<file path="config.mk">
export PLATFORM = sky130hd
export DESIGN_NAME = dsvu_merge
export DESIGN_NICKNAME = d
export VERILOG_FILES = /design/src/rtl/dsvu_pkg.sv /design/src/rtl/dsvu_merge.sv
export SDC_FILE = /design/constraint.sdc
export NUM_CORES = 1
export LEC_CHECK = 0
export ABC_AREA = 1
export BUFFER_PORTS_ARGS = -buffer_cell sky130_fd_sc_hd__buf_4
export CAP_MARGIN = 25
export CORE_MARGIN = 2
export CORE_UTILIZATION = 45
export CTS_BUF_LIST = sky130_fd_sc_hd__clkbuf_2
export CTS_CLUSTER_DIAMETER = 60
export DETAILED_ROUTE_END_ITERATION = 8
export GPL_TIMING_DRIVEN = 0
export HOLD_SLACK_MARGIN = 0.1
export MAX_ROUTING_LAYER = met4
export PLACE_DENSITY = 0.67
export SLEW_MARGIN = 20
export SYNTH_ARGS = -nofsm -noshare
export SYNTH_HDL_FRONTEND = slang
export SYNTH_SLANG_ARGS = --single-unit
</file>
<file path="constraint.sdc">
create_clock -name clk_i -period 4.5 [get_ports clk_i]
set_clock_uncertainty 0.05 [all_clocks]
set_input_delay 0.9 -clock clk_i [delete_from_list [all_inputs] [get_ports clk_i]]
set_output_delay 0.9 -clock clk_i [all_outputs]
set_load 0.02 [all_outputs]
</file>
<file path="src/rtl/dsvu_pkg.sv">
// ----------------------------------------------------------------------------
// dsvu_pkg
// Shared types and constants for the Dirichlet voxel class-count update block.
// ----------------------------------------------------------------------------
`default_nettype none

package dsvu_pkg;

  localparam int NUM_CLASSES_DEF = 4;

  localparam int CNT_W    = 32;
  localparam int PRIOR_W  = 21;
  localparam int MASK_W   = 4;
  localparam int EV_NUM   = 4;   // evidence fields carried by one item
  localparam int OP_W     = 3;
  localparam int SEL_W    = 2;
  localparam int CLASS_W  = 2;
  localparam int PROB_W   = 17;
  localparam int VAR_W    = 24;
  localparam int CFG_IDX_W = 1;

  localparam int S_DATA_W = 136;
  localparam int M_DATA_W = 48;

  localparam logic [CNT_W-1:0]   COUNT_RESET = 32'd32768;
  localparam logic [PRIOR_W-1:0] PRIOR_RESET = 21'd32768;
  localparam logic [CNT_W-1:0]   ONE_Q16_CNT = 32'd65536;
  localparam logic [PROB_W-1:0]  ONE_Q16     = 17'd65536;
  localparam logic [CNT_W-1:0]   DECAY_RECIP = 32'hAAAA_AAAB;  // ceil(2^33 / 3)

  // shared divider: quotient bits per cycle and chunk counts per division
  localparam int QUO_W    = 24;
  localparam int DIV_STEP = 4;
  localparam int CHUNK_W  = 3;
  localparam logic [CHUNK_W-1:0] PROB_CHUNKS = 3'd5;  // 20 quotient bits
  localparam logic [CHUNK_W-1:0] VAR_CHUNKS  = 3'd6;  // 24 quotient bits

  localparam logic [CFG_IDX_W-1:0] REG_PRIOR    = 1'b0;
  localparam logic [CFG_IDX_W-1:0] REG_DYN_MASK = 1'b1;

  typedef enum logic [OP_W-1:0] {
    OP_ADD   = 3'd0,
    OP_DECAY = 3'd1,
    OP_LOAD  = 3'd2,
    OP_RESET = 3'd3,
    OP_QUERY = 3'd4
  } op_e;

  typedef enum logic [2:0] {
    ST_IDLE,
    ST_MERGE,
    ST_PROB,
    ST_PWAIT,
    ST_MUL,
    ST_VAR,
    ST_VWAIT,
    ST_DONE
  } state_e;

  typedef struct packed {
    logic                start;
    logic [CHUNK_W-1:0]  chunks;
  } div_req_t;

endpackage : dsvu_pkg

`default_nettype wire

</file>
<file path="src/rtl/dsvu_merge.sv">
// ----------------------------------------------------------------------------
// dsvu_merge
// Registered merge of the lane counts: total, first argmax, selected count.
// ----------------------------------------------------------------------------
`default_nettype none

module dsvu_merge #(
  parameter int NUM_CLASSES = dsvu_pkg::NUM_CLASSES_DEF,
  parameter int IW = $clog2(NUM_CLASSES),
  parameter int TW = dsvu_pkg::CNT_W + $clog2(NUM_CLASSES)
) (
  input  wire logic                                          clk_i,
  input  wire logic                                          load_i,
  input  wire logic [NUM_CLASSES-1:0][dsvu_pkg::CNT_W-1:0]   counts_i,
  input  wire logic [dsvu_pkg::SEL_W-1:0]                    sel_i,
  output logic      [TW-1:0]                                 total_o,
  output logic      [IW-1:0]                                 best_o,
  output logic      [dsvu_pkg::CNT_W-1:0]                    sel_count_o,
  output logic                                               sel_ok_o
);
  import dsvu_pkg::*;

  localparam int P2 = 1 << IW;

  logic [P2-1:0][CNT_W-1:0] tv;
  logic [P2-1:0][IW-1:0]    ti;
  logic [TW-1:0]            total_d;
  logic                     sel_ok_d;
  logic [IW-1:0]            sel_idx;

  // pairwise tree; strict compare keeps the lower index on ties
  always_comb begin
    for (int k = 0; k < P2; k++) begin
      tv[k] = (k < NUM_CLASSES) ? counts_i[k % NUM_CLASSES] : '0;
      ti[k] = IW'(k);
    end
    for (int l = 0; l < IW; l++) begin
      for (int j = 0; j < P2/2; j++) begin
        if (j < (P2 >> (l+1))) begin
          if (tv[2*j+1] > tv[2*j]) begin
            tv[j] = tv[2*j+1];
            ti[j] = ti[2*j+1];
          end else begin
            tv[j] = tv[2*j];
            ti[j] = ti[2*j];
          end
        end
      end
    end
  end

  always_comb begin
    total_d = '0;
    for (int k = 0; k < NUM_CLASSES; k++) begin
      total_d = total_d + TW'(counts_i[k]);
    end
  end

  assign sel_ok_d = 32'(sel_i) < NUM_CLASSES;
  assign sel_idx  = IW'(sel_i);

  always_ff @(posedge clk_i) begin
    if (load_i) begin
      total_o     <= total_d;
      best_o      <= ti[0];
      sel_count_o <= sel_ok_d ? counts_i[sel_idx] : '0;
      sel_ok_o    <= sel_ok_d;
    end
  end

endmodule : dsvu_merge

`default_nettype wire

</file>
* Word level (Yosys, flattened, before mapping)
Index checks and enable logic that the tools add are counted.
Widths: inputs -> output; s select.
** Cells by class
- $add $sub $neg :: 3
- Multiplexer cells :: 7
- $lt $le $gt $ge :: 4
** Operator list (count)
- $gt 32x32->1 :: 3
- $mux 32 :: 3
- $bmux 32 s2 :: 1
- $add 33x32->34 :: 1
- $add 34x32->34 :: 1
- $add 32x32->33 :: 1
- $lt 2x3->1 const B :: 1
- $mux 1 :: 2
- $mux 2 :: 1
** Word-level totals
- Register bits after elaboration :: 68
- Word-level logic and storage cells :: 17
- Bits of input ports :: 132
- Output and inout port bits :: 69

* Logic depth before layout (Yosys ltp)
- Word-level depth :: 4
- Depth in mapped cells :: 32
- Mapped depth without buffers :: 31

* Worst setup path before layout
No wires, ideal clock.
- Path type :: in2reg
- From :: in counts_i[1] (netlist bit)
- To :: reg total_o[29], data pin
- Buffers on the path :: 0
- Stages on the path :: 14
- Library setup time :: 252 ps
- Arrival time :: 3242 ps
- Slack :: 955 ps
- Cell sequence :: fa_1 -> fa_1 -> ha_1 -> inv_1 -> fa_1 -> inv_1 -> nand3_1 -> nand2_1 -> a21o_1 -> nand2_1 -> nand2_1 -> nand2_1 -> nand3_1 -> nand2_1
** Between the ends
- Word-level cells in the longest chain between the ends :: 3
** Ends and longest elaborated chain
- start, declared :: RTL line dsvu_merge.sv:14 : input wire logic [NUM_CLASSES-1:0][dsvu_pkg::CNT_W-1:0] counts_i,
- $add 32x32->33 :: RTL line dsvu_merge.sv:55 : total_d = total_d + TW'(counts_i[k]);
- $add 33x32->34 :: RTL line dsvu_merge.sv:55
- $add 34x32->34 :: RTL line dsvu_merge.sv:55
- net total_d[29] :: RTL line dsvu_merge.sv:27 : logic [TW-1:0] total_d;
- end signal, assigned :: RTL line dsvu_merge.sv:64 : total_o <= total_d;
- end, declared :: RTL line dsvu_merge.sv:16 : output logic [TW-1:0] total_o,
The timed path passes the listed nets, and every way through them passes these cells.
A chain may end at the register's enable or synchronous reset.

==> summary.txt <==
Status -> finished clean
Total GRT Usage -> 30.0%
Largest net degree at the start of global routing -> 69
CTS tree -> done
Worst-path fanout max -> 10
Post-route DRC -> 0
Die X-Extent -> 151 µm
CP Class -> in -> reg
CTS H-tree depth -> 3
First-pass GRT wire length -> 49700 µm
Count of different cell masters after synthesis -> 37
DR iter-0 viols -> 684
Crit path time final -> 3.71 ns
Netlist Area Pre-Place -> 0.00968 mm²
Fin. max-slew vios -> 0
P&R area growth vs syn -> 19.8%
# Post-CTS Setup Buffers -> 0
Root buffer cell -> clkbuf_2
Total congestion overflow -> 0
DIE AREA -> 0.0227 mm²
Initial Utilization -> 45.9%
Peak Freq -> 269 MHz
Worst Setup End Kind -> flip-flop
Critical Path Sink -> best_o[0]
Syn Nets -> 1646
Post-synthesis cell count -> 1321
Peak VDD IR -> 0.136 mV
Max-Slew Margin vs Limit -> 40.0%
Post-CTS Hold Fix Bufs -> 0
Unrepaired setup endpoints after global routing -> no
Max Buffers Root-to-Sink -> 2
IO Count -> 201
Post-DP HPWL -> 27200 µm
Critical Path Start Type -> input port
Post-route clock period utilization -> 82.5%
Crit path launch -> counts_i[95]
Setup Viol. Count Final -> 0
Lkg Pwr -> 0.00594 µW
Fin util -> 55.0%
Avg WL per Cell -> 18.0 µm
Layout cells sized above 1 -> 16.1%
CTS Sinks -> 68
Total CTS buffers -> 9
Vias per std cell -> 5.38
Cell Rows -> 53
Syn Area/Cell -> 7.33 µm²
1st-pass router iterations -> 6
Vias -> 9748
Final ANT Viol Nets -> 0
Initial antenna violation count -> 2
Seq/Total Area, Yosys -> 21.1%
Endpoints failing hold -> 0
Setup TNS -> 0 ns
Crit path DAT -> 4.16 ns
Finished Layout Cells -> 1812
Final weighted congestion in routability-driven placement -> 1.01
# port buffers -> 198
YS warnings -> 0
Placed insts -> 1794
Die Ht -> 151 µm
Tot Pwr -> 3990 µW
Max-Cap Viols -> 0
Yosys reg bits -> 68
Final net count -> 1855
CP Data Required Time -> 4.95 ns
Worst-path clk slew -> 0.25 ns
Area taken by multi-input logic gates -> 0.00682 mm²
Core ar. -> 0.0211 mm²
Vias in the first global route -> 9304
PD cells -> 344 mW/mm²
Storage cell area -> 0.00204 mm²
Final wirelength -> 32700 µm
Post-cts resize count -> 0
Fillers -> 2099
Class of the worst hold path -> in -> reg
Worst-Margin Slew -> 0.900 ns
metal layers:
metal,GRT usage [%],routed length (µm)
met5,-,0
met4,11.0,952
met3,4.88,2500
met2,47.4,15000
met1,39.0,14200
sequential cells by signal (all words and copies together) (netlist names):
register and cells:
total_o 34, best_o 2, sel_count_o 32
stage by stage:
step | hold slack, ns | worst slack [ns] | cell area (µm²)
finish | 0.550 | 0.789 | 11600
global route | 0.549 | 0.551 | 11600
CTS | 0.512 | 0.868 | 11600
detailed placement | 1.19 | 0.205 | 11500
global placement | 1.20 | 0.210 | 11500
floorplan | 0.962 | 0.955 | 9680
power by group:
part	internal (µW)	leakage, µW	switching, µW
clock network	73.2	0.0000554	280
registers	953	0.000665	44.4
logic	990	0.00522	1650
total	2020	0.00594	1970
final cells by class:
class	instances	area share, %
Sequential cell	68	17.6
Inverter	163	5.28
Timing Repair Buffer	198	12.8
Clock buffer	11	0.475
Multi-Input combinational cell	1054	58.8
Clock inverter	5	0.248
Antenna cell	2	0.0432
Tap cell	275	2.97
Buffer	36	1.74
cells in the mapped netlist:
master / count / area (µm²)
ha_1: 129 / 1610
o21ai_2: 1 / 8.76
xnor2_1: 2 / 17.5
xor2_1: 17 / 149
inv_2: 2 / 7.51
buf_1: 3 / 11.3
nand4_4: 1 / 21.3
nand2_4: 1 / 11.3
nand4_1: 10 / 62.6
nor4_1: 1 / 6.26
nor3_2: 1 / 10.0
edfxtp_1: 68 / 2040
o21ai_0: 121 / 606
nand3_1: 69 / 345
conb_1: 1 / 3.75
o211ai_1: 2 / 15.0
nor2_2: 1 / 6.26
nand2_1: 367 / 1380
and2_1: 2 / 12.5
and2_0: 1 / 6.26
a21boi_0: 1 / 7.51
nor3b_2: 1 / 12.5
buf_6: 6 / 67.6
nor3_1: 9 / 45.0
nor2_1: 107 / 402
buf_2: 5 / 25.0
a21oi_1: 115 / 576
nor2_4: 1 / 11.3
o21a_1: 11 / 82.6
buf_4: 4 / 30.0
nand3b_1: 2 / 15.0
a21o_1: 6 / 45.0
clkbuf_1: 18 / 67.6
nand2_2: 9 / 56.3
inv_1: 161 / 604
a21oi_4: 1 / 16.3
fa_1: 64 / 1280
cell usage in the layout (no fill, tap or decap), types with 2 or more instances in the layout:
cell type and n:
clkbuf_1 18, nand2_1 367, xor2_1 17, nand2_2 9, edfxtp_1 68, clkinv_2 2
o21ai_0 121, clkbuf_2 11, ha_1 129, inv_2 2, inv_1 161, nand4_1 10
fa_1 64, buf_2 5, a21oi_1 115, and2_1 2, o211ai_1 2, buf_1 3
clkinvlp_4 2, buf_6 6, xnor2_1 2, nand3b_1 2, nor2_1 107, buf_4 202
diode_2 2, o21a_1 11, nor3_1 9, nand3_1 69, a21o_1 6
critical path: stages:
cell,delay (ns)
buf_4,0.10
inv_1,0.05
ha_1,0.29
nand2_1,0.07
nor2_1,0.15
and2_1,0.19
nand3_1,0.09
inv_1,0.12
nand4_4,0.15
clkbuf_1,0.34
nand3_1,0.17
nand2_1,0.07
ha_1,0.29
nand2_1,0.07
nor2_1,0.22
nand4_1,0.11
nor2_1,0.22
nand2_1,0.11
a21oi_1,0.25
nand2_1,0.09
nand2_1,0.10
cells by family (layout without fill, tap and decap cells):
| group | Yosys count | after routing | synth area share (%) |
|---|---|---|---|
| AOI/OAI and AO/OA | 258 | 258 | 14.0 |
| adders and majority gates | 193 | 193 | 29.9 |
| xor gates and xnor gates | 19 | 19 | 1.72 |
| other | 1 | 3 | 0.0387 |
| buffers and inverters | 199 | 413 | 8.40 |
| and+or+nand+nor | 583 | 583 | 24.8 |
| DFF | 68 | 68 | 21.1 |
worst min path at each step:
stage               depth (start not counted)  slack [ns]    startpoint    endpoint
finish                                      2        0.55  counts_i[96]  total_o[0]
global route                                2        0.55  counts_i[96]  total_o[0]
CTS                                         2        0.51  counts_i[96]  total_o[0]
detailed placement                          2        1.19  counts_i[96]  total_o[0]
global placement                            2        1.20  counts_i[96]  total_o[0]
floorplan                                   0        0.96        load_i   best_o[0]
Power figures use the tool's default switching activity.
