`config.mk`:
```
export PLATFORM = sky130hd
export DESIGN_NAME = dsvu_div
export DESIGN_NICKNAME = d
export VERILOG_FILES = /design/src/rtl/dsvu_pkg.sv /design/src/rtl/dsvu_div.sv
export SDC_FILE = /design/constraint.sdc
export NUM_CORES = 1
export LEC_CHECK = 0
export BUFFER_PORTS_ARGS = -buffer_cell sky130_fd_sc_hd__clkbuf_2
export CORE_UTILIZATION = 40
export CTS_CLUSTER_DIAMETER = 40
export DETAILED_ROUTE_END_ITERATION = 12
export SLEW_MARGIN = 10
export SYNTH_ARGS = -nofsm -noshare
export SYNTH_HDL_FRONTEND = slang
export SYNTH_SLANG_ARGS = --single-unit
export TNS_END_PERCENT = 1
```
`constraint.sdc`:
```
create_clock -name clk_i -period 11.47 [get_ports clk_i]
set_input_delay 2.294 -clock clk_i [delete_from_list [all_inputs] [get_ports clk_i]]
set_output_delay 2.294 -clock clk_i [all_outputs]
set_load 0.005 [all_outputs]
```
`src/rtl/dsvu_pkg.sv`:
```
// ----------------------------------------------------------------------------
// dsvu_pkg
// Shared types and constants for the Dirichlet voxel class-count update block.
// ----------------------------------------------------------------------------
`default_nettype none

package dsvu_pkg;

  localparam int NUM_CLASSES_DEF = 4;

  localparam int CNT_W    = 32;
  localparam int PRIOR_W  = 21;
  localparam int MASK_W   = 4;
  localparam int EV_NUM   = 4;   // evidence fields carried by one item
  localparam int OP_W     = 3;
  localparam int SEL_W    = 2;
  localparam int CLASS_W  = 2;
  localparam int PROB_W   = 17;
  localparam int VAR_W    = 24;
  localparam int CFG_IDX_W = 1;

  localparam int S_DATA_W = 136;
  localparam int M_DATA_W = 48;

  localparam logic [CNT_W-1:0]   COUNT_RESET = 32'd32768;
  localparam logic [PRIOR_W-1:0] PRIOR_RESET = 21'd32768;
  localparam logic [CNT_W-1:0]   ONE_Q16_CNT = 32'd65536;
  localparam logic [PROB_W-1:0]  ONE_Q16     = 17'd65536;
  localparam logic [CNT_W-1:0]   DECAY_RECIP = 32'hAAAA_AAAB;  // ceil(2^33 / 3)

  // shared divider: quotient bits per cycle and chunk counts per division
  localparam int QUO_W    = 24;
  localparam int DIV_STEP = 4;
  localparam int CHUNK_W  = 3;
  localparam logic [CHUNK_W-1:0] PROB_CHUNKS = 3'd5;  // 20 quotient bits
  localparam logic [CHUNK_W-1:0] VAR_CHUNKS  = 3'd6;  // 24 quotient bits

  localparam logic [CFG_IDX_W-1:0] REG_PRIOR    = 1'b0;
  localparam logic [CFG_IDX_W-1:0] REG_DYN_MASK = 1'b1;

  typedef enum logic [OP_W-1:0] {
    OP_ADD   = 3'd0,
    OP_DECAY = 3'd1,
    OP_LOAD  = 3'd2,
    OP_RESET = 3'd3,
    OP_QUERY = 3'd4
  } op_e;

  typedef enum logic [2:0] {
    ST_IDLE,
    ST_MERGE,
    ST_PROB,
    ST_PWAIT,
    ST_MUL,
    ST_VAR,
    ST_VWAIT,
    ST_DONE
  } state_e;

  typedef struct packed {
    logic                start;
    logic [CHUNK_W-1:0]  chunks;
  } div_req_t;

endpackage : dsvu_pkg

`default_nettype wire

```
`src/rtl/dsvu_div.sv`:
```
// ----------------------------------------------------------------------------
// dsvu_div
// Shared restoring divider, DIV_STEP quotient bits per cycle.
// ----------------------------------------------------------------------------
`default_nettype none

module dsvu_div #(
  parameter int DW = dsvu_pkg::CNT_W + 3
) (
  input  wire logic                          clk_i,
  input  wire logic                          rst_ni,
  input  wire dsvu_pkg::div_req_t            req_i,
  input  wire logic [DW-1:0]                 rem_init_i,  // numerator high part, below divisor
  input  wire logic [dsvu_pkg::QUO_W-1:0]    num_lo_i,    // remaining numerator bits, MSB first
  input  wire logic [DW-1:0]                 divisor_i,
  output logic                               done_o,
  output logic      [dsvu_pkg::QUO_W-1:0]    quo_o
);
  import dsvu_pkg::*;

  logic [DW-1:0]      rem_q, rem_d, div_q;
  logic [QUO_W-1:0]   num_q, num_d, quo_q, quo_d;
  logic [CHUNK_W-1:0] cnt_q;
  logic               busy_q, done_q;

  always_comb begin
    logic [DW:0] t;
    rem_d = rem_q;
    num_d = num_q;
    quo_d = quo_q;
    for (int k = 0; k < DIV_STEP; k++) begin
      t = {rem_d, num_d[QUO_W-1]};
      if (t >= {1'b0, div_q}) begin
        t     = t - {1'b0, div_q};
        quo_d = {quo_d[QUO_W-2:0], 1'b1};
      end else begin
        quo_d = {quo_d[QUO_W-2:0], 1'b0};
      end
      rem_d = t[DW-1:0];
      num_d = {num_d[QUO_W-2:0], 1'b0};
    end
  end

  always_ff @(posedge clk_i or negedge rst_ni) begin
    if (!rst_ni) begin
      busy_q <= 1'b0;
      done_q <= 1'b0;
      cnt_q  <= '0;
    end else begin
      done_q <= 1'b0;
      if (req_i.start) begin
        busy_q <= 1'b1;
        cnt_q  <= req_i.chunks;
      end else if (busy_q) begin
        cnt_q <= cnt_q - 1'b1;
        if (cnt_q == CHUNK_W'(1)) begin
          busy_q <= 1'b0;
          done_q <= 1'b1;
        end
      end
    end
  end

  always_ff @(posedge clk_i) begin
    if (req_i.start) begin
      rem_q <= rem_init_i;
      num_q <= num_lo_i;
      div_q <= divisor_i;
      quo_q <= '0;
    end else if (busy_q) begin
      rem_q <= rem_d;
      num_q <= num_d;
      quo_q <= quo_d;
    end
  end

  assign done_o = done_q;
  assign quo_o  = quo_q;

endmodule : dsvu_div

`default_nettype wire

```
# == Word level (Yosys, flattened, before mapping) ==
# Cells that the tools add are included.
# classes
n_reduce_logical,1
eq_ne,1
magnitude_cmp,4
mux,20
addsub,5
# ops
cell,count
2-to-1 mux 35 bit,6
greater-or-equal comparator 36 x 35 -> 1 bit,4
subtractor 35 bit,4
2-to-1 mux 24 bit,2
2-to-1 mux 1 bit,10
2-to-1 mux 3 bit,2
== test 3 x 1 -> 1 bit (second input constant),1
subtractor 3 x 1 -> 3 bit (second input constant),1
nonzero test 2 bit,1
# totals
output_inout_bits,25
in_bits,100
regBits,123
wordCells,38

# == Logic depth before layout (Yosys ltp) ==
# Gate-level depths: netlist of run 1.
# depth
depth_word,10
depth_mapped,57
ltp_nobuf,50

# == Worst setup path before layout of run 1 ==
# No wires, ideal clock.
# synth_path
path_kind,reg-to-reg
from,register div_q[1]
to,"register rem_q[18], data pin"
setup_time_ps,280
synth_period_minus_slack_ps,10875
path_buffers,8
slack_ps,595
path_stages_with_launch,53
required_time_ps,11190
arrival_ps,10595
path_cell_list,edfxtp_1 inv_1 fa_1 a21o_1 a21oi_2 o221a_2 o211ai_1 a211o_1 o311ai_2 buf_2 buf_2 mux2i_1 inv_1 ha_1 clkbuf_1 nand4_1 or4_1 or3_1 [... 17 more ...] clkbuf_1 clkbuf_1 a21oi_1 or2_1 ha_1 and2_1 a221oi_1 a21oi_1 a21oi_1 a21oi_1 o2111ai_1 nand3_1 a31o_2 inv_1 o31ai_4 nor2_2 buf_6 o311ai_2
# synth_via
elab_chain_len,10
word_cells_on_any_way,14
classes_between,add/sub (4); order compare (4); mux (6)
# synth_rtl
element,line_no,text
"start, declared",dsvu_div.sv:21,"logic [DW-1:0] rem_q, rem_d, div_q;"
"start signal, assigned",dsvu_div.sv:68,div_q <= divisor_i;
subtractor 35 bit or greater-or-equal comparator 36 x 35 -> 1 bit (tied branches),"dsvu_div.sv:34, dsvu_div.sv:33",
2-to-1 mux 35 bit,dsvu_div.sv:33,"if (t >= {1'b0, div_q}) begin"
subtractor 35 bit or greater-or-equal comparator 36 x 35 -> 1 bit (tied branches),"dsvu_div.sv:34, dsvu_div.sv:33",
2-to-1 mux 35 bit,dsvu_div.sv:33,
subtractor 35 bit or greater-or-equal comparator 36 x 35 -> 1 bit (tied branches),"dsvu_div.sv:34, dsvu_div.sv:33",
2-to-1 mux 35 bit,dsvu_div.sv:33,
subtractor 35 bit or greater-or-equal comparator 36 x 35 -> 1 bit (tied branches),"dsvu_div.sv:34, dsvu_div.sv:33",
2-to-1 mux 35 bit *,dsvu_div.sv:33,
2-to-1 mux 35 bit *,dsvu_div.sv:70,end else if (busy_q) begin
2-to-1 mux 35 bit *,dsvu_div.sv:65,if (req_i.start) begin
"end signal, assigned",dsvu_div.sv:66,rem_q <= rem_init_i;
"end signal, assigned",dsvu_div.sv:71,rem_q <= rem_d;
"end, declared",dsvu_div.sv:21,
# Mark *: on every way between the ends. The rest lies on a longest branch, timed or not. The select of a mux whose other input is x is not followed.
# A chain may end at the register's enable or synchronous reset.

# == Final worst setup path of run 1 ==
# layout_path
from,register num_q[23]
to,"register rem_q[27], data pin"
# layout_via
elab_chain_len,10
word_cells_on_any_way,14
classes_between,add/sub (4); order compare (4); mux (6)
# layout_rtl
element,line_no,text
"start, declared",dsvu_div.sv:22,"logic [QUO_W-1:0] num_q, num_d, quo_q, quo_d;"
"start signal, assigned",dsvu_div.sv:67,num_q <= num_lo_i;
"start signal, assigned",dsvu_div.sv:72,num_q <= num_d;
subtractor 35 bit or greater-or-equal comparator 36 x 35 -> 1 bit (tied branches),"dsvu_div.sv:34, dsvu_div.sv:33",
2-to-1 mux 35 bit *,dsvu_div.sv:33,
subtractor 35 bit or greater-or-equal comparator 36 x 35 -> 1 bit (tied branches),"dsvu_div.sv:34, dsvu_div.sv:33",
2-to-1 mux 35 bit *,dsvu_div.sv:33,
subtractor 35 bit or greater-or-equal comparator 36 x 35 -> 1 bit (tied branches),"dsvu_div.sv:34, dsvu_div.sv:33",
2-to-1 mux 35 bit *,dsvu_div.sv:33,
subtractor 35 bit or greater-or-equal comparator 36 x 35 -> 1 bit (tied branches),"dsvu_div.sv:34, dsvu_div.sv:33",
2-to-1 mux 35 bit *,dsvu_div.sv:33,
2-to-1 mux 35 bit *,dsvu_div.sv:70,
2-to-1 mux 35 bit *,dsvu_div.sv:65,
# Marked as above.

==> results of run 1 <==
[worst min-delay path by stage]
stage                     slack (ns)       from         to  cells past startpoint
after floorplan                 0.48   quo_o[1]   quo_o[1]                      2
after detailed placement        0.48  quo_o[20]  quo_o[20]                      2
final                           0.50  quo_o[20]  quo_o[20]                      2
after CTS                       0.50  quo_o[20]  quo_o[20]                      2
after global routing            0.52  quo_o[20]  quo_o[20]                      2
after global placement          0.48  quo_o[20]  quo_o[20]                      2
[cell type report]
class	count	share of cell area (%)
Clock inverter	15	0.904
Sequential cell	123	20.1
Tap cell	455	3.34
Timing Repair Buffer	255	10.4
Multi-Input combinational cell	1401	60.6
Inverter	96	2.12
Clock buffer	17	2.50
[through the flow]
| stage | hold slack, ns | cell area, um2 | utilization, % |
|---|---|---|---|
| final | 0.498 | 17000 | 48.9 |
| after global routing | 0.517 | 17000 | 48.9 |
| after CTS | 0.502 | 16500 | 47.5 |
| after detailed placement | 0.485 | 15900 | 45.8 |
| after floorplan | 0.475 | 14300 | - |
| after global placement | 0.475 | 15900 | 45.8 |
[sequential cells by signal (all words and copies together), names as in the netlist]
name / flops
div_q: 35
quo_o: 24
done_o: 1
busy_q: 1
rem_q: 35
cnt_q: 3
num_q: 24
[metal layers]
layer	vias up	global-route usage, %	wire [um]
met1	6764	38.3	23300
met4	0	11.5	2160
met5	-	0	0
met2	688	44.9	23100
met3	120	4.58	4280
li1	6746	-	-
[synthesized netlist by cell type, types with 7 or more instances]
master	count	area [um2]
ha_1	142	1780
xor2_1	44	385
clkbuf_1	43	161
a21boi_0	10	75.1
inv_1	94	353
mux2_2	46	518
nor3_1	20	100
a211oi_1	21	158
buf_4	21	158
o2111ai_1	19	166
o21ai_0	93	465
and3_1	31	194
a21o_1	56	420
buf_1	7	26.3
nand4_1	26	163
o311ai_1	9	78.8
a2111oi_0	14	123
nor2_1	129	484
o311ai_2	8	130
a31oi_1	23	144
xnor2_1	68	596
or2_2	17	106
o211ai_1	13	97.6
nand2b_1	11	68.8
and2_1	15	93.8
a21oi_1	138	691
nand3_1	42	210
mux2i_1	34	340
nor4_1	10	62.6
o21ai_1	16	80.1
o31ai_1	14	105
nand2_1	151	567
o21a_1	17	128
or2_1	15	93.8
edfxtp_1	94	2820
dfxtp_1	24	480
nor2b_1	18	113
a211o_1	11	96.3
o21bai_1	18	135
buf_2	19	95.1
a221o_1	9	90.1
[cell families after synthesis]
| kind of cell | Yosys count |
|---|---|
| simple gates | 511 |
| mux | 84 |
| flops | 123 |
| compound gates | 547 |
| fa+ha+maj | 146 |
| xor+xnor | 112 |
| buf+inv | 190 |
[worst register-to-register path, delay by kind of cell (launching register included)]
kind	cells	cell delay, ns
adder cells (fa/ha/maj)	5	1.58
multiplexers	2	0.69
AO/OA/AOI/OAI	24	4.82
flip-flops	1	0.39
buffers and inverters	8	1.23
AND/OR/NAND/NOR	10	2.20
[timing repair]
action,in CTS,in global routing
setup buffers,0,7
gates resized for setup,5,80
pin swaps,0,21
gates cloned,0,5
endpoints found under the setup margin,23,36
==> results.sh, run 1 <==
export IMPL_period_needed_ns=11.17
export IMPL_required_ns=11.68
export IMPL_vias_after_detailed_routing=14318
export IMPL_placement_rows=68
export IMPL_timing_critical_path_from_type="flip-flop"
export IMPL_run_status="finished, final reports clean"
export IMPL_dieWidth_um=191
export IMPL_timing_max_slew_rel_slack_pct=23.1
export IMPL_reg2reg_depth=49
export IMPL_synthesis_area_mm2=0.0143
export IMPL_grt_antenna_before_repair=0
export IMPL_pre_cts_ws_ns=-0.133
export IMPL_worst_path_largest_cell_delay_ns=0.46
export IMPL_path_length_in_cells_of_the_critical_path=49
export IMPL_grt_first_pass_wirelength_mm=78.8
export IMPL_worst_skew_pair_late_latency_ns=0.47
export IMPL_drtAntennaViolNets=0
export IMPL_worst_clock_skew_ns=0.0177
export IMPL_placeableCoreArea_mm2=0.0348
export IMPL_floorplan_die_height_um=191
export IMPL_post_synth_and_or_nand_nor_area_fraction_pct=17.3
export IMPL_synth_area_in_adders_pct=13.0
export IMPL_min_path_type="reg -> reg"
export IMPL_wl_per_cell_um=22.4
export IMPL_synth_ff_type="edfxtp_1"
export IMPL_r2r_start="num_q[23]"
export IMPL_layout_common_cells="nand2_1, a21oi_1, nor2_1"
export IMPL_flops_latches_synth=123
export IMPL_worstPathMaxFanout=12
export IMPL_actual_transition_at_the_worst_max_transition_pin_ns=1.15
export IMPL_syn_nets=1959
export IMPL_drt_pre_antenna_iters=5
export IMPL_detail_route_drc_violations=0
export IMPL_final_max_slew_viol_count=0
export IMPL_numPortBuffers=124
export IMPL_critPathArrivalTime_ns=11.38
export IMPL_setup_worst_path_end="rem_q[27]"
export IMPL_synth_async_sr_flop_share_pct=4.07
export IMPL_mostFrequentLayoutCell="nand2_1"
export IMPL_synth_enable_flop_cells=94
export IMPL_timing_final_ws_setup_ns=0.301
export IMPL_overflow=0
export IMPL_gp_congestion=1.02
export IMPL_critical_path_class="reg -> reg"
export IMPL_regArea_mm2=0.00343
export IMPL_r2r_slack_ns=0.30
export IMPL_numPlacedInstances=2318
export IMPL_tritoncts="yes"
export IMPL_half_perimeter_wire_length_after_placement_mm=40.8
export IMPL_cts_max_level=4
export IMPL_cpLargestDelayFamily="compound AO/OA/AOI/OAI gates"
export IMPL_tritoncts_num_buffers=17
export IMPL_fmax_ghz=0.0895
export IMPL_io_pin_count=125
export IMPL_vias_per_cell=6.06
export IMPL_syn_avg_cell_area_um2=8.32
export IMPL_final_min_period_over_clock_period_pct=97.4
export IMPL_die_area_mm2=0.0364
export IMPL_final_cells=2362
export IMPL_setup_worst_path_start="num_q[23]"
export IMPL_clkSinkCount=123
export IMPL_synthesized_area_fraction_occupied_by_xor_and_xnor_cells_pct=6.88
export IMPL_flow_area_growth_from_synthesis_pct=19.5
export IMPL_worst_r2r_endpoint="rem_q[27]"
export IMPL_share_of_cell_area_taken_by_muxes_after_synthesis_pct=6.55
export IMPL_cpMaxStageDelayCell="or4_1"
export IMPL_maximum_number_of_pins_on_one_net_before_global_route_repair=108
export IMPL_start_util_pct=41.0
export IMPL_detail_route_iter0_violations=1258
export IMPL_maxcap_violations=0
export IMPL_layout_drive_gt1_share_pct=23.1
export IMPL_most_frequent_cell_on_the_critical_path="o211ai_1"
export IMPL_cts_path_max_buffers=2
export IMPL_cts_hold_fix_buffers=0
export IMPL_finalNetCount=2140
export IMPL_multiInputGateArea_mm2=0.0103
export IMPL_cp_end_kind="flip-flop"
export IMPL_final_setup_tns_ns=0
export IMPL_timing_critical_path_buf_inv=8
export IMPL_fillCellCount=3388
export IMPL_groute_usage_overall_pct=28.4
export IMPL_number_of_global_route_vias_before_repair=13805
export IMPL_combinational_family_with_the_most_area_after_synthesis="compound AO/OA/AOI/OAI gates"
export IMPL_synth_yosys_warnings=0
export IMPL_synth_compound_area_share_pct=26.2
export IMPL_antennaDiodeCount=0
export IMPL_finalWirelength_mm=52.8
export IMPL_clk_pin_slew_ns=0.07
export IMPL_syn_inst=1713
export IMPL_root_buffer="clkbuf_16"
export IMPL_ys_seq_area_share_pct=24.1
export IMPL_hold_violations=0
export IMPL_post_synth_num_cell_types=88
export IMPL_finalSetupViolCount=0
Power of run 1 is not shown: default switching activity piles up to over one toggle a cycle in this logic, so the estimate is an artifact.
==> run 2, diff against run 1 <==
--- a/config.mk
+++ b/config.mk
@@ -6,9 +6,11 @@
 export NUM_CORES = 1
 export LEC_CHECK = 0
 export BUFFER_PORTS_ARGS = -buffer_cell sky130_fd_sc_hd__clkbuf_2
-export CORE_UTILIZATION = 40
+export CORE_UTILIZATION = 55
 export CTS_CLUSTER_DIAMETER = 40
 export DETAILED_ROUTE_END_ITERATION = 12
+export PLACE_DENSITY = 0.77
+export SETUP_SLACK_MARGIN = 0.15
 export SLEW_MARGIN = 10
 export SYNTH_ARGS = -nofsm -noshare
 export SYNTH_HDL_FRONTEND = slang
==> results.sh, run 2 (same netlist as run 1, synthesis figures left out) <==
export IMPL_mostFrequentLayoutCell="nand2_1"
export IMPL_flow_area_growth_from_synthesis_pct=19.8
export IMPL_actual_transition_at_the_worst_max_transition_pin_ns=1.19
export IMPL_fmax_ghz=0.0910
export IMPL_final_setup_tns_ns=0
export IMPL_finalWirelength_mm=52.7
export IMPL_dieWidth_um=163
export IMPL_finish_instance_area_mm2=0.0171
export IMPL_drtAntennaViolNets=0
export IMPL_io_pin_count=125
export IMPL_wl_per_cell_um=23.2
export IMPL_tritoncts_num_buffers=17
export IMPL_die_area_mm2=0.0266
export IMPL_grt_antenna_before_repair=1
export IMPL_fillCellCount=2177
export IMPL_tritoncts="yes"
export IMPL_cts_max_level=4
export IMPL_worstPathMaxFanout=10
export IMPL_overflow=0
export IMPL_path_length_in_cells_of_the_critical_path=50
export IMPL_worst_clock_skew_ns=0.0177
export IMPL_start_util_pct=56.3
export IMPL_grt_first_pass_wirelength_mm=78.0
export IMPL_cts_path_max_buffers=2
export IMPL_floorplan_die_height_um=163
export IMPL_setup_worst_path_start="div_q[5]"
export IMPL_number_of_global_route_vias_before_repair=13782
export IMPL_timing_critical_path_buf_inv=7
export IMPL_timing_critical_path_from_type="flip-flop"
export IMPL_maximum_number_of_pins_on_one_net_before_global_route_repair=90
export IMPL_final_max_slew_viol_count=0
export IMPL_critPathArrivalTime_ns=11.19
export IMPL_half_perimeter_wire_length_after_placement_mm=40.2
export IMPL_setup_worst_path_end="rem_q[29]"
export IMPL_cpMaxStageDelayCell="fa_1"
export IMPL_cpLargestDelayFamily="compound AO/OA/AOI/OAI gates"
export IMPL_maxcap_violations=0
export IMPL_detail_route_iter0_violations=1556
export IMPL_placeableCoreArea_mm2=0.0253
export IMPL_vias_after_detailed_routing=14773
export IMPL_clkSinkCount=123
export IMPL_timing_max_slew_rel_slack_pct=20.7
export IMPL_worst_hold_slack_ns=0.500
export IMPL_r2r_start="div_q[5]"
export IMPL_reg2reg_depth=50
export IMPL_hold_violations=0
export IMPL_gp_congestion=1.07
export IMPL_layout_drive_gt1_share_pct=24.2
export IMPL_final_min_period_over_clock_period_pct=95.9
export IMPL_root_buffer="clkbuf_16"
export IMPL_finalNetCount=2170
export IMPL_min_path_type="reg -> reg"
export IMPL_worst_path_largest_cell_delay_ns=0.43
export IMPL_placed_cell_area_mm2=0.0159
export IMPL_layout_common_cells="nand2_1, buf_4, a21oi_1"
export IMPL_numPortBuffers=124
export IMPL_period_needed_ns=10.99
export IMPL_top_regs="div_q: 35 flops, rem_q: 35 flops"
export IMPL_r2r_slack_ns=0.48
export IMPL_drt_pre_antenna_iters=7
export IMPL_cp_end_kind="flip-flop"
export IMPL_run_status="finished, final reports clean"
export IMPL_critical_path_class="reg -> reg"
export IMPL_worst_r2r_endpoint="rem_q[29]"
export IMPL_finalSetupViolCount=0
export IMPL_required_ns=11.67
export IMPL_setup_repair_after_global_routing_missed_its_margin="yes"
export IMPL_placement_rows=58
export IMPL_final_core_utilization_pct=67.4
export IMPL_worst_skew_pair_late_latency_ns=0.44
export IMPL_groute_usage_overall_pct=38.8
export IMPL_vias_per_cell=6.51
export IMPL_clk_pin_slew_ns=0.08
export IMPL_detail_route_drc_violations=0
-- run 2: cell count changes in the layout (fill, tap and decap cells not counted), moves of 4 or more --
cell	before	now
buf_6	5	9
ha_1	126	130
buf_4	117	148
a31oi_1	19	15
o21ai_0	91	87
a31oi_2	2	7
-- run 2: how the worst min path moves through the flow --
stage               from   endpoint  slack, ns  depth (start not counted)
6_report       quo_o[20]  quo_o[20]       0.50                          2
5_1_grt        quo_o[20]  quo_o[20]       0.51                          2
4_1_cts        quo_o[20]  quo_o[20]       0.50                          2
3_5_place_dp   quo_o[20]  quo_o[20]       0.49                          2
3_3_place_gp   quo_o[20]  quo_o[20]       0.47                          2
2_1_floorplan   quo_o[1]   quo_o[1]       0.48                          2
-- run 2: area by class of cell --
cell class / count / area, um2 / area share [%]
Antenna cell: 1 / 2.50 / 0.0146
Timing Repair Buffer: 285 / 1950 / 11.4
Inverter: 96 / 360 / 2.11
Multi-Input combinational cell: 1401 / 10400 / 60.7
Clock buffer: 17 / 425 / 2.49
Tap cell: 330 / 413 / 2.42
Sequential cell: 123 / 3430 / 20.1
Clock inverter: 15 / 144 / 0.842
-- run 2: worst min-delay path: cells and delay by family, from the launching register on --
| family | cells | cell delay (ns) |
|---|---|---|
| DFF | 1 | 0.33 |
| muxes | 1 | 0.07 |
| and+or+nand+nor | 1 | 0.07 |
-- run 2: routing by layer --
metal / GRT usage [%] / wire length [um] / vias to the layer above
li1: - / - / 6812
met1: 52.6 / 22300 / 6961
met2: 61.7 / 23200 / 855
met3: 6.62 / 5190 / 145
met4: 13.7 / 2030 / 0
met5: 0 / 0 / -
-- run 2: repair_timing --
item	4_1_cts	5_1_grt
buffers inserted	0	21
hold buffers	0	0
pin swaps	1	20
cloned	1	4
endpoints found under the setup margin	32	36
resized for setup	5	84
hold endpoints to repair	0	0
-- run 2: per-stage QoR --
stage          std cells  setup WS [ns]
6_report            2268          0.475
3_5_place_dp        2209        0.00731
2_1_floorplan       1713          0.595
4_1_cts             2242          0.192
5_1_grt             2268         0.0725
3_3_place_gp        2209          0.121
Power of run 2 is left out for the same reason.
